**src/rtl/core/plc_pkg.sv**
```systemverilog
package plc_pkg;

  // Default table depth
  localparam int unsigned NUM_INSTRUMENTS_DEF = 256;

  // Field widths
  localparam int unsigned OP_W       = 2;
  localparam int unsigned INSTR_W    = 16;
  localparam int unsigned QTY_W      = 20;
  localparam int unsigned PRICE_W    = 31;
  localparam int unsigned POS_W      = 32;
  localparam int unsigned NET_LIM_W  = 30;
  localparam int unsigned NOTL_LIM_W = 52;
  localparam int unsigned PROD_W     = 50;  // 30-bit positive price times 20-bit quantity
  localparam int unsigned CFG_IDX_W  = 1;
  localparam int unsigned CFG_DATA_W = NOTL_LIM_W;
  localparam int unsigned SUM_W      = POS_W + 2;

  typedef enum logic [OP_W-1:0] {
    OP_RESERVE = 2'd0,
    OP_CANCEL  = 2'd1,
    OP_QUERY   = 2'd2
  } plc_op_e;

  typedef enum logic [CFG_IDX_W-1:0] {
    CFG_NET_LIMIT      = 1'b0,
    CFG_NOTIONAL_LIMIT = 1'b1
  } plc_cfg_e;

  // Decoded request held between input register and evaluation
  typedef struct packed {
    logic [OP_W-1:0]    op;
    logic               in_range;
    logic [INSTR_W-1:0] idx;
    logic               sell;
    logic [QTY_W-1:0]   qty;
    logic               notional_chk;
    logic [PROD_W-1:0]  product;
  } plc_s1_t;

  // Table write request
  typedef struct packed {
    logic               en;
    logic [INSTR_W-1:0] idx;
    logic [POS_W-1:0]   data;
  } plc_wr_t;

endpackage

```
**src/rtl/core/plc_if.sv**
```systemverilog


interface plc_rsp_if;
  logic                                 valid;
  logic                                 ready;
  logic                                 accepted;
  logic signed [plc_pkg::POS_W-1:0]     position;

  modport source (output valid, accepted, position, input ready);
  modport sink   (input valid, accepted, position, output ready);
endinterface

```
**src/rtl/core/plc_eval.sv**
```systemverilog
module plc_eval (
  input  logic                            clk_i,
  input  logic                            rst_ni,
  input  logic                            s1_vld_i,
  input  plc_pkg::plc_s1_t                s1_i,
  input  logic [plc_pkg::POS_W-1:0]       old_pos_i,
  input  logic [plc_pkg::NET_LIM_W-1:0]   net_limit_i,
  input  logic [plc_pkg::NOTL_LIM_W-1:0]  notional_limit_i,
  output logic                            adv_o,
  output plc_pkg::plc_wr_t                wr_o,
  plc_rsp_if.source                       rsp_o
);

  logic                            out_vld_q;
  logic                            acc_q;
  logic [plc_pkg::POS_W-1:0]       pos_q;

  logic                            acc_d;
  logic [plc_pkg::POS_W-1:0]       pos_d;
  logic                            wr_d;
  logic [plc_pkg::SUM_W-1:0]       old_x, qty_x, lim_x, sum;
  logic [plc_pkg::POS_W-1:0]       cancel_pos;
  logic                            notional_fail, over, under;

  // Limit arithmetic
  always_comb begin
    old_x         = {{2{old_pos_i[plc_pkg::POS_W-1]}}, old_pos_i};
    qty_x         = plc_pkg::SUM_W'(s1_i.qty);
    lim_x         = plc_pkg::SUM_W'(net_limit_i);
    sum           = s1_i.sell ? (old_x - qty_x) : (old_x + qty_x);
    over          = $signed(sum) > $signed(lim_x);
    under         = $signed(sum) < -$signed(lim_x);
    notional_fail = s1_i.notional_chk &&
                    (plc_pkg::NOTL_LIM_W'(s1_i.product) > notional_limit_i);
    cancel_pos    = s1_i.sell ? (old_pos_i + plc_pkg::POS_W'(s1_i.qty))
                              : (old_pos_i - plc_pkg::POS_W'(s1_i.qty));
  end

  // Operation decode
  always_comb begin
    acc_d = 1'b0;
    pos_d = '0;
    wr_d  = 1'b0;
    if (s1_i.in_range) begin
      case (plc_pkg::plc_op_e'(s1_i.op))
        plc_pkg::OP_RESERVE: begin
          if (!notional_fail && !over && !under) begin
            acc_d = 1'b1;
            pos_d = sum[plc_pkg::POS_W-1:0];
            wr_d  = 1'b1;
          end else begin
            pos_d = old_pos_i;
          end
        end
        plc_pkg::OP_CANCEL: begin
          acc_d = 1'b1;
          pos_d = cancel_pos;
          wr_d  = 1'b1;
        end
        plc_pkg::OP_QUERY: begin
          acc_d = 1'b1;
          pos_d = old_pos_i;
        end
        default: begin
          acc_d = 1'b0;
          pos_d = '0;
        end
      endcase
    end
  end

  // Item leaves evaluation when the output register is free
  assign adv_o    = s1_vld_i && (!out_vld_q || rsp_o.ready);
  assign wr_o.en   = adv_o && wr_d;
  assign wr_o.idx  = s1_i.idx;
  assign wr_o.data = pos_d;

  // Output register
  always_ff @(posedge clk_i or negedge rst_ni) begin
    if (!rst_ni) begin
      out_vld_q <= 1'b0;
    end else if (adv_o) begin
      out_vld_q <= 1'b1;
    end else if (rsp_o.ready) begin
      out_vld_q <= 1'b0;
    end
  end

  always_ff @(posedge clk_i) begin
    if (adv_o) begin
      acc_q <= acc_d;
      pos_q <= pos_d;
    end
  end

  assign rsp_o.valid    = out_vld_q;
  assign rsp_o.accepted = acc_q;
  assign rsp_o.position = pos_q;

endmodule

```
**src/flat_wrapper.sv**
```systemverilog
// flat-port wrapper written by rule: the top's interface ports become plain ports
module plc_eval_flat 
  (clk_i, rst_ni, s1_vld_i, s1_i, old_pos_i, net_limit_i, notional_limit_i, adv_o, wr_o, rsp_o_valid, rsp_o_accepted, rsp_o_position, rsp_o_ready);
  plc_rsp_if rsp_o_i ();
  input  logic clk_i;
  input  logic rst_ni;
  input  logic s1_vld_i;
  input  plc_pkg::plc_s1_t s1_i;
  input  logic [plc_pkg::POS_W-1:0] old_pos_i;
  input  logic [plc_pkg::NET_LIM_W-1:0] net_limit_i;
  input  logic [plc_pkg::NOTL_LIM_W-1:0] notional_limit_i;
  output logic adv_o;
  output plc_pkg::plc_wr_t wr_o;
  output wire logic [$bits(rsp_o_i.valid)-1:0] rsp_o_valid;
  output wire logic [$bits(rsp_o_i.accepted)-1:0] rsp_o_accepted;
  output wire logic [$bits(rsp_o_i.position)-1:0] rsp_o_position;
  input wire logic [$bits(rsp_o_i.ready)-1:0] rsp_o_ready;
  assign rsp_o_valid = rsp_o_i.valid;
  assign rsp_o_accepted = rsp_o_i.accepted;
  assign rsp_o_position = rsp_o_i.position;
  assign rsp_o_i.ready = rsp_o_ready;
  plc_eval u_core (.clk_i(clk_i), .rst_ni(rst_ni), .s1_vld_i(s1_vld_i), .s1_i(s1_i), .old_pos_i(old_pos_i), .net_limit_i(net_limit_i), .notional_limit_i(notional_limit_i), .adv_o(adv_o), .wr_o(wr_o), .rsp_o(rsp_o_i));
endmodule
```
**config.mk**
```make
export PLATFORM = sky130hd
export DESIGN_NAME = plc_eval_flat
export DESIGN_NICKNAME = d
export VERILOG_FILES = /design/src/rtl/core/plc_pkg.sv /design/src/rtl/core/plc_if.sv /design/src/rtl/core/plc_eval.sv /design/src/flat_wrapper.sv
export SDC_FILE = /design/constraint.sdc
export NUM_CORES = 1
export LEC_CHECK = 0
export BUFFER_PORTS_ARGS = -buffer_cell sky130_fd_sc_hd__buf_2
export CORE_UTILIZATION = 54
export CTS_BUF_LIST = sky130_fd_sc_hd__clkbuf_8
export CTS_CLUSTER_SIZE = 20
export DETAILED_ROUTE_END_ITERATION = 8
export GPL_ROUTABILITY_DRIVEN = 0
export GPL_TIMING_DRIVEN = 0
export PLACE_DENSITY_LB_ADDON = 0.2
export REMOVE_ABC_BUFFERS = 1
export SKIP_CTS_REPAIR_TIMING = 1
export SYNTH_ARGS = -nofsm -noshare
export SYNTH_HDL_FRONTEND = slang
export SYNTH_SLANG_ARGS = --single-unit
```
**constraint.sdc**
```tcl
create_clock -name clk_i -period 7.7 [get_ports clk_i]
set_input_delay 0.385 -clock clk_i [delete_from_list [all_inputs] [get_ports clk_i]]
set_output_delay 0.385 -clock clk_i [all_outputs]
set_load 0.01 [all_outputs]
```
Yosys cells after proc, flatten, opt, wreduce, memory -nomap -nowiden. Cells that the tools add are included.

Output and inout port bits: 84. Logic and storage cells: 37. RAM bits: 0. Register bits: 34. Latch bits: 0. Memories kept: 0. Bits in read-only memories: 0.

Shifts and indexed selects: 0. $mul: 0. Div/mod/pow operators: 0. Magnitude comparators: 3. Reduce and logical (&&, ||, !) cells: 13. Muxes and demuxes: 11. Equality and inequality tests: 2. Add/subtract/negate cells: 5. Bitwise operators: 0.

Operators with widths (number): $mux W32 (3); $pmux W32 S3 (1); $gt A50 B52 Y1 (1); $gt A34 B31 Y1 (1); $lt A34 B34 Y1 (1); $mux W34 (1); $neg A30 Y34 (1); $add A32 B21 Y33 (1); $sub A32 B21 Y33 (1); $add A32 B20 Y32 (1); $sub A32 B20 Y32 (1); $logic_and A1 B1 Y1 (5); $logic_not A1 Y1 (4); $mux W1 (4); $pmux W1 S2 (2); $eq A2 B1 Y1 const B (1); $eq A2 B2 Y1 const B (1); $logic_not A2 Y1 (1); $reduce_bool A2 Y1 (1); $reduce_or A2 Y1 (1); $logic_or A1 B1 Y1 (1).

Depth between registers and ports, before layout. Gate-level depths: netlist of the first run.

Depth in word-level cells: 10. Mapped depth: 33.

Least setup slack after synthesis of the first run. No wires, ideal clock.

Path kind: input to output. From: input s1_i[51] in the netlist's numbering. To: output wr_o[20] in the netlist's numbering. Stages: 31. Path slack: 1.209 ns. Data arrival time: 6.106 ns. Data required time: 7.315 ns. Cells stage by stage: inv_1 -> ha_1 -> nand2_1 -> nor3_1 -> and3b_1 -> buf_2 -> a21oi_1 -> xor2_1 -> ha_1 -> clkbuf_1 -> nand2b_1 -> a21oi_1 -> or4_1 -> a211oi_1 -> o21ai_1 -> a31o_2 -> a221oi_1 -> xnor2_1 -> ha_1 -> a21o_1 -> a21o_1 -> a2111oi_0 -> a21oi_1 -> a21oi_1 -> o21ai_0 -> nor4_4 -> or2_1 -> buf_6 -> buf_6 -> nand3_1 -> a31oi_1.

RTL lines: from (decl) (line flat_wrapper.sv:8) `input plc_pkg::plc_s1_t s1_i;`; to (decl) (line flat_wrapper.sv:13) `output plc_pkg::plc_wr_t wr_o;`.

==> results of run 1 <==
-- power groups by stage --
| stage | clock network, mW | registers (mW) | logic, mW |
|---|---|---|---|
| after global placement | 0 | 0.228 | 0.960 |
| final | 0.128 | 0.224 | 1.05 |
| after floorplan | 0 | 0.236 | 0.683 |
| after CTS | 0.130 | 0.224 | 0.993 |
| after detailed placement | 0 | 0.228 | 0.987 |
| after global routing | 0.136 | 0.225 | 1.16 |
-- per-layer routing --
| metal | vias up | wire [microns] | GRT usage |
|---|---|---|---|
| met3 | 52 | 2760 | 0.0720 |
| met4 | 0 | 842 | 0.101 |
| li1 | 4894 | - | - |
| met5 | - | 0 | 0.00556 |
| met1 | 4563 | 12000 | 0.393 |
| met2 | 486 | 12900 | 0.511 |
-- sequential cells by signal, summed over array words and instances (netlist names) --
| name | flops |
|---|---|
| u_core.rsp_o.accepted | 1 |
| u_core.rsp_o.position | 32 |
| u_core.rsp_o.valid | 1 |
-- logic make-up after synthesis --
logic type / after synthesis
compound gates: 354
xor+xnor: 95
fa+ha+maj: 185
buf+inv: 216
flops: 34
mux: 22
simple gates: 334
-- through the flow --
stage               cell area [sq um]   util  TNS (ns)  setup slack [ns]  instances
finish                          10900  0.651         0             0.110       1681
global route                    10900  0.651     -1.68            -0.141       1681
CTS                             10600  0.636    -48.81             -1.27       1669
detailed placement              10500  0.631    -56.89             -1.24       1661
global placement                10500  0.629    -96.37             -1.85       1660
floorplan                        8930      -         0             0.549       1180
-- critical path: cells and delay by family --
kind,cells,cell delay [ns]
AO/OA/AOI/OAI,12,2.60
XOR/XNOR,2,0.50
adder cells (fa/ha/maj),2,0.71
buffers and inverters,4,0.66
AND/OR/NAND/NOR,9,2.32
-- layout by cell type (no fill, tap or decap), types with 8 or more instances in the layout --
cell / Yosys / routed
buf_4: 16 / 10
mux2i_1: 21 / 21
o21ai_0: 44 / 44
a21oi_1: 118 / 117
o31ai_1: 10 / 10
nor2_1: 105 / 104
a22oi_1: 18 / 18
a32oi_1: 9 / 9
a21o_1: 32 / 32
o211ai_1: 8 / 8
a31oi_1: 10 / 9
nor4_1: 12 / 12
nand4_1: 25 / 25
nand3_1: 25 / 25
inv_1: 153 / 154
xor2_1: 27 / 27
nand2b_1: 15 / 14
nand2_1: 67 / 67
o22ai_1: 25 / 22
nor2b_1: 15 / 15
xnor2_1: 68 / 64
buf_2: 5 / 259
ha_1: 183 / 180
o21a_1: 11 / 11
edfxtp_1: 33 / 33
nor3_1: 29 / 25
a211oi_1: 16 / 16
-- area by class of cell --
type / instances / area [sq um]
repair buffers: 273 / 1440
inverters: 156 / 586
well taps: 220 / 275
clock inverters: 3 / 13.8
flip-flops and latches: 34 / 1020
multi-input cells: 990 / 7480
fillers: 1487 / 5830
clock buffers: 5 / 68.8
-- worst max path at each step --
stage | end | slack, ns | cells past startpoint
2_1_floorplan | wr_o[0] | 0.55 | 27
3_3_place_gp | wr_o[0] | -1.85 | 28
3_5_place_dp | wr_o[11] | -1.24 | 29
4_1_cts | wr_o[11] | -1.27 | 29
5_1_grt | wr_o[1] | -0.14 | 30
6_report | wr_o[0] | 0.11 | 29
==> results.md, run 1 <==
- Pin count of the biggest net entering global routing: 36
- 1st-iter DRT viols: 791
- Multiplexer share of the synthesized area: 0.0239
- DPL Wire Length: 23700 microns
- Status: completed
- R2R Setup Slk: 6.13 ns
- Drt pass-1 iters: 6
- Slew @ Worst Pin: 1.33 ns
- CTS tree: built
- Critical path class: in -> out
- Hold depth: 2
- Clk slew on worst S/H paths: 0.07 ns
- Worst Reg-to-Reg Cells: 2
- WHS Endpoint: u_core.rsp_o.valid$_DFFE_PN0P_
- Die area: 17700 sq um
- Max-slew violation count: 0
- EDFF count, synth: 33
- First-pass GRT wire length: 44000 microns
- Num CTS Buffers: 5
- Fmax: 132 MHz
- Worst skew pair latency: 0.29 ns
- Total Wirelength: 28400 microns
- PortBufs: 260
- Vias in the first global route: 9070
- Routed Antenna Nets: 0
- Xor and xnor fraction of the mapped netlist area: 0.0897
- Yosys cell types: 72
- Comb pwr share: 0.748
- DR vias/cell: 5.95
- Clock skew: 0.00928 ns
- Hold WC Path Type: in -> reg
- Synth Flop Type: edfxtp_1
- Flop pwr share: 0.160
- Most instantiated library cell after synthesis: ha_1
- Share of cells above drive strength 1: 0.217
- Cell leakage power: 5.45 nW
- Die width: 133 microns
- Synth Cell Area: 9280 sq um
- Worst Setup SP: s1_i[59]
- Final nets: 1854
- Crit path max-delay cell type: a2111oi_2
- Sw power: 0.684 mW
- Worst Path Arrival: 7.20 ns
- H-Tree Depth: 2
- Sequential cell area fraction in the yosys report: 0.109
- Yosys warns: 0
- Tmin final: 7.59 ns
- CP Capture Type: output port
- Slowest stage delay, CP: 0.49 ns
- Crit Reg-Reg Startpoint: u_core.rsp_o.valid$_DFFE_PN0P_
- Clock power share: 0.092
- Reg2reg end: u_core.rsp_o.position[21]$_DFFE_PP_
- Hold Crit Start: s1_vld_i
- Antenna diode count: 0
- Power per cell area: 129 nW/um^2
- Worst setup SP type: input port
- Post-Synth Adder-Cell Area: 0.251
- Critical Path Fanout Max: 14
- Cell repeated most along the worst path: a21oi_1
- Longest Clk Path Bufs: 2
- Async S/R FF share, synth: 0.0294
- Via count: 9995
- Total GRT Usage: 0.309
- Required @ worst endpoint: 7.32 ns
- Post-route DRC violation count: 0
- Synth top area cells: ha_1 25%, edfxtp_1 11%, xnor2_1 6.4%, a21oi_1 6.4%, inv_1 6.2%
- Yosys reg bits: 34
- Avg WL per Cell: 16.9 microns
- Compound-Gate Fraction of Synth Area: 0.248
- Row Count: 47
- Max-cap check violation count: 0
- Synth Area in Simple Gates: 0.178
- Final setup fails: 0
- Antenna violations before repair: 0
- Top-level I/O count: 293
- Period utilisation layout: 0.986
- Final Hold Viols: 0
- Die Y-Extent: 133 microns
- Initial Util: 0.556
- Mapped Cells: 1240
- Synth area leader: ha_1
- Largest family of logic cells by synthesized area: adder cells
- Share of the synthesized area in the top cell type: 0.247
- Top cells by instance count after synthesis: 183 x ha_1, 153 x inv_1, 118 x a21oi_1, 105 x nor2_1, 68 x xnor2_1
- Rel. slew slack: 0.111
- Max VDD drop: 0.0992 mV
- Clk sink count: 34
- Worst hold slack: 0.289 ns
- P&R area growth vs syn: 17.2%
- Remaining Overflow, GRT: 0
- Core ar.: 16700 sq um
- Switching Share: 0.489
- Clk root buf: clkbuf_8
- Power consumption: 1.40 mW
- Syn avg cell area: 7.48 sq um
- Int Pwr: 0.716 mW
No activity file was read; power rests on OpenSTA's default activity.
==> run 2, diff against run 1 <==
SETUP_SLACK_MARGIN = 0.3   (was default)
SKIP_LAST_GASP = 1   (was default)
==> results.md, run 2 (same netlist as run 1, synthesis figures left out) <==
- Status: completed (unchanged)
- Clk sink count: 34 (unchanged)
- DR vias/cell: 5.95 (about the same)
- Sw power: 0.701 mW (was 0.684 mW)
- Crit path max-delay cell type: a2111oi_4 (was a2111oi_2)
- Clk root buf: clkbuf_8 (unchanged)
- Worst Path Arrival: 6.80 ns (was 7.20 ns)
- H-Tree Depth: 2 (unchanged)
- Via count: 10100 (was 9995)
- Tmin final: 7.19 ns (was 7.59 ns)
- PortBufs: 260 (unchanged)
- Avg WL per Cell: 17.1 microns (was 16.9 microns)
- Placed cell count: 1661 (unchanged)
- Row Count: 47 (unchanged)
- Max-slew violation count: 0 (unchanged)
- 1st-iter DRT viols: 807 (was 791)
- Comb pwr share: 0.755 (was 0.748)
- Remaining Overflow, GRT: 0 (unchanged)
- Largest register FFs: 32 (unchanged)
- Top-level I/O count: 293 (unchanged)
- Final Hold Viols: 0 (unchanged)
- WHS Endpoint: u_core.rsp_o.valid$_DFFE_PN0P_ (unchanged)
- Post-route DRC violation count: 0 (unchanged)
- Routed Antenna Nets: 0 (unchanged)
- Worst skew pair latency: 0.29 ns (about the same)
- Clk slew on worst S/H paths: 0.07 ns (about the same)
- Place WS: -1.24 ns (unchanged)
- Core ar.: 16700 sq um (unchanged)
- Power per cell area: 129 nW/um^2 (about the same)
- Final WS setup: 0.512 ns (was 0.110 ns)
- P&R area growth vs syn: 19.7% (was 17.2%)
- Required @ worst endpoint: 7.32 ns (about the same)
- Total Wirelength: 28900 microns (was 28400 microns)
- Final cell count without fillers: 1692 (was 1681)
- Total GRT Usage: 0.309 (unchanged)
- CP Capture Type: output port (unchanged)
- Int Pwr: 0.735 mW (was 0.716 mW)
- Drt pass-1 iters: 7 (was 6)
- Reg2reg end: u_core.rsp_o.position[21]$_DFFE_PP_ (unchanged)
- Hold WC Path Type: in -> reg (unchanged)
- Crit Reg-Reg Startpoint: u_core.rsp_o.valid$_DFFE_PN0P_ (unchanged)
- Antenna diode count: 0 (unchanged)
- Hold depth: 2 (unchanged)
- Commonest non-fill, non-tap cell in the layout: buf_2 (unchanged)
- Power consumption: 1.44 mW (was 1.40 mW)
- Pin count of the biggest net entering global routing: 36 (unchanged)
- Max VDD drop: 0.107 mV (was 0.0992 mV)
- Longest Clk Path Bufs: 2 (unchanged)
- Worst Reg-to-Reg Cells: 2 (unchanged)
- Initial Util: 0.556 (unchanged)
- Die width: 133 microns (unchanged)
- Vias in the first global route: 9070 (unchanged)
- First-pass GRT wire length: 44000 microns (unchanged)
- Cell Area, Placed: 10500 sq um (unchanged)
- Final nets: 1865 (was 1854)
- Fin area: 11100 sq um (was 10900 sq um)
- Worst setup SP type: input port (unchanged)
- Critical Path Fanout Max: 14 (unchanged)
- DPL Wire Length: 23700 microns (unchanged)
- Hold Crit Start: s1_vld_i (unchanged)
- Fmax: 139 MHz (was 132 MHz)
- Die Y-Extent: 133 microns (unchanged)
- Most frequent cells in the layout: 259 x buf_2, 177 x ha_1, 154 x inv_1, 115 x a21oi_1, 104 x nor2_1 (was 259 x buf_2, 180 x ha_1, 154 x inv_1, 117 x a21oi_1, 104 x nor2_1)
- Max-cap check violation count: 0 (unchanged)
- Setup TNS: 0 ns (unchanged)
- Critical path class: in -> out (unchanged)
- Die area: 17700 sq um (unchanged)
- Flop pwr share: 0.156 (was 0.160)
- Period utilisation layout: 0.934 (was 0.986)
- Antenna violations before repair: 0 (unchanged)
- R2R Setup Slk: 6.13 ns (about the same)
- Rel. slew slack: 0.0774 (was 0.111)
- Switching Share: 0.488 (was 0.489)
- Slew @ Worst Pin: 1.38 ns (was 1.33 ns)
- Share of cells above drive strength 1: 0.234 (was 0.217)
- Clock skew: 0.00808 ns (was 0.00928 ns)
- Clock power share: 0.089 (was 0.092)
- Slowest stage delay, CP: 0.42 ns (was 0.49 ns)
- Final setup fails: 0 (unchanged)
- Cell repeated most along the worst path: a21oi_1 (unchanged)
- RSZ-0062 raised after global routing: false
- Num CTS Buffers: 5 (unchanged)
- CTS tree: built (unchanged)
- Cell leakage power: 5.53 nW (was 5.45 nW)
==> run 2: worst max-delay path by stage <==
stage	from	slack [ns]	endpoint	depth (start not counted)
6_report	s1_i[51]	0.51	wr_o[0]	31
5_1_grt	s1_i[53]	0.22	wr_o[0]	29
4_1_cts	s1_i[54]	-1.27	wr_o[11]	29
3_5_place_dp	s1_i[54]	-1.24	wr_o[11]	29
3_3_place_gp	s1_i[54]	-1.85	wr_o[0]	28
2_1_floorplan	s1_i[51]	0.55	wr_o[0]	27
==> run 2: critical path: cells and delay by family <==
family	cells	cell delay (ns)
buf+inv	6	0.76
simple gates	6	1.62
fa+ha+maj	3	0.75
compound gates	14	2.79
xor+xnor	2	0.47
==> run 2: per-stage QoR <==
step | utilization | hold slack [ns]
after global routing | 0.665 | 0.308
final | 0.665 | 0.291
after CTS | 0.636 | -0.154
after global placement | 0.629 | 0.160
after floorplan | - | 0.0894
after detailed placement | 0.631 | 0.160
==> run 2: layout make-up <==
class,instances,area (sq um)
clock buffers,5,68.8
clock inverters,3,13.8
fillers,1451,5590
inverters,156,586
multi-input cells,990,7630
flip-flops and latches,34,1020
well taps,220,275
repair buffers,284,1520
==> run 2: power groups by stage <==
stage / clock, mW / combinational, mW / sequential (mW)
CTS: 0.130 / 0.993 / 0.224
floorplan: 0 / 0.683 / 0.236
detailed placement: 0 / 0.987 / 0.228
global route: 0.136 / 1.19 / 0.225
global placement: 0 / 0.960 / 0.228
finish: 0.128 / 1.08 / 0.224
==> run 2: per-layer routing <==
metal  track usage  vias to the layer above  wire length, microns
met5       0.00556                        -                     0
met4         0.101                        0                   905
met3        0.0720                       62                  2680
met2         0.511                      517                 13000
met1         0.393                     4579                 12400
li1              -                     4905                     -
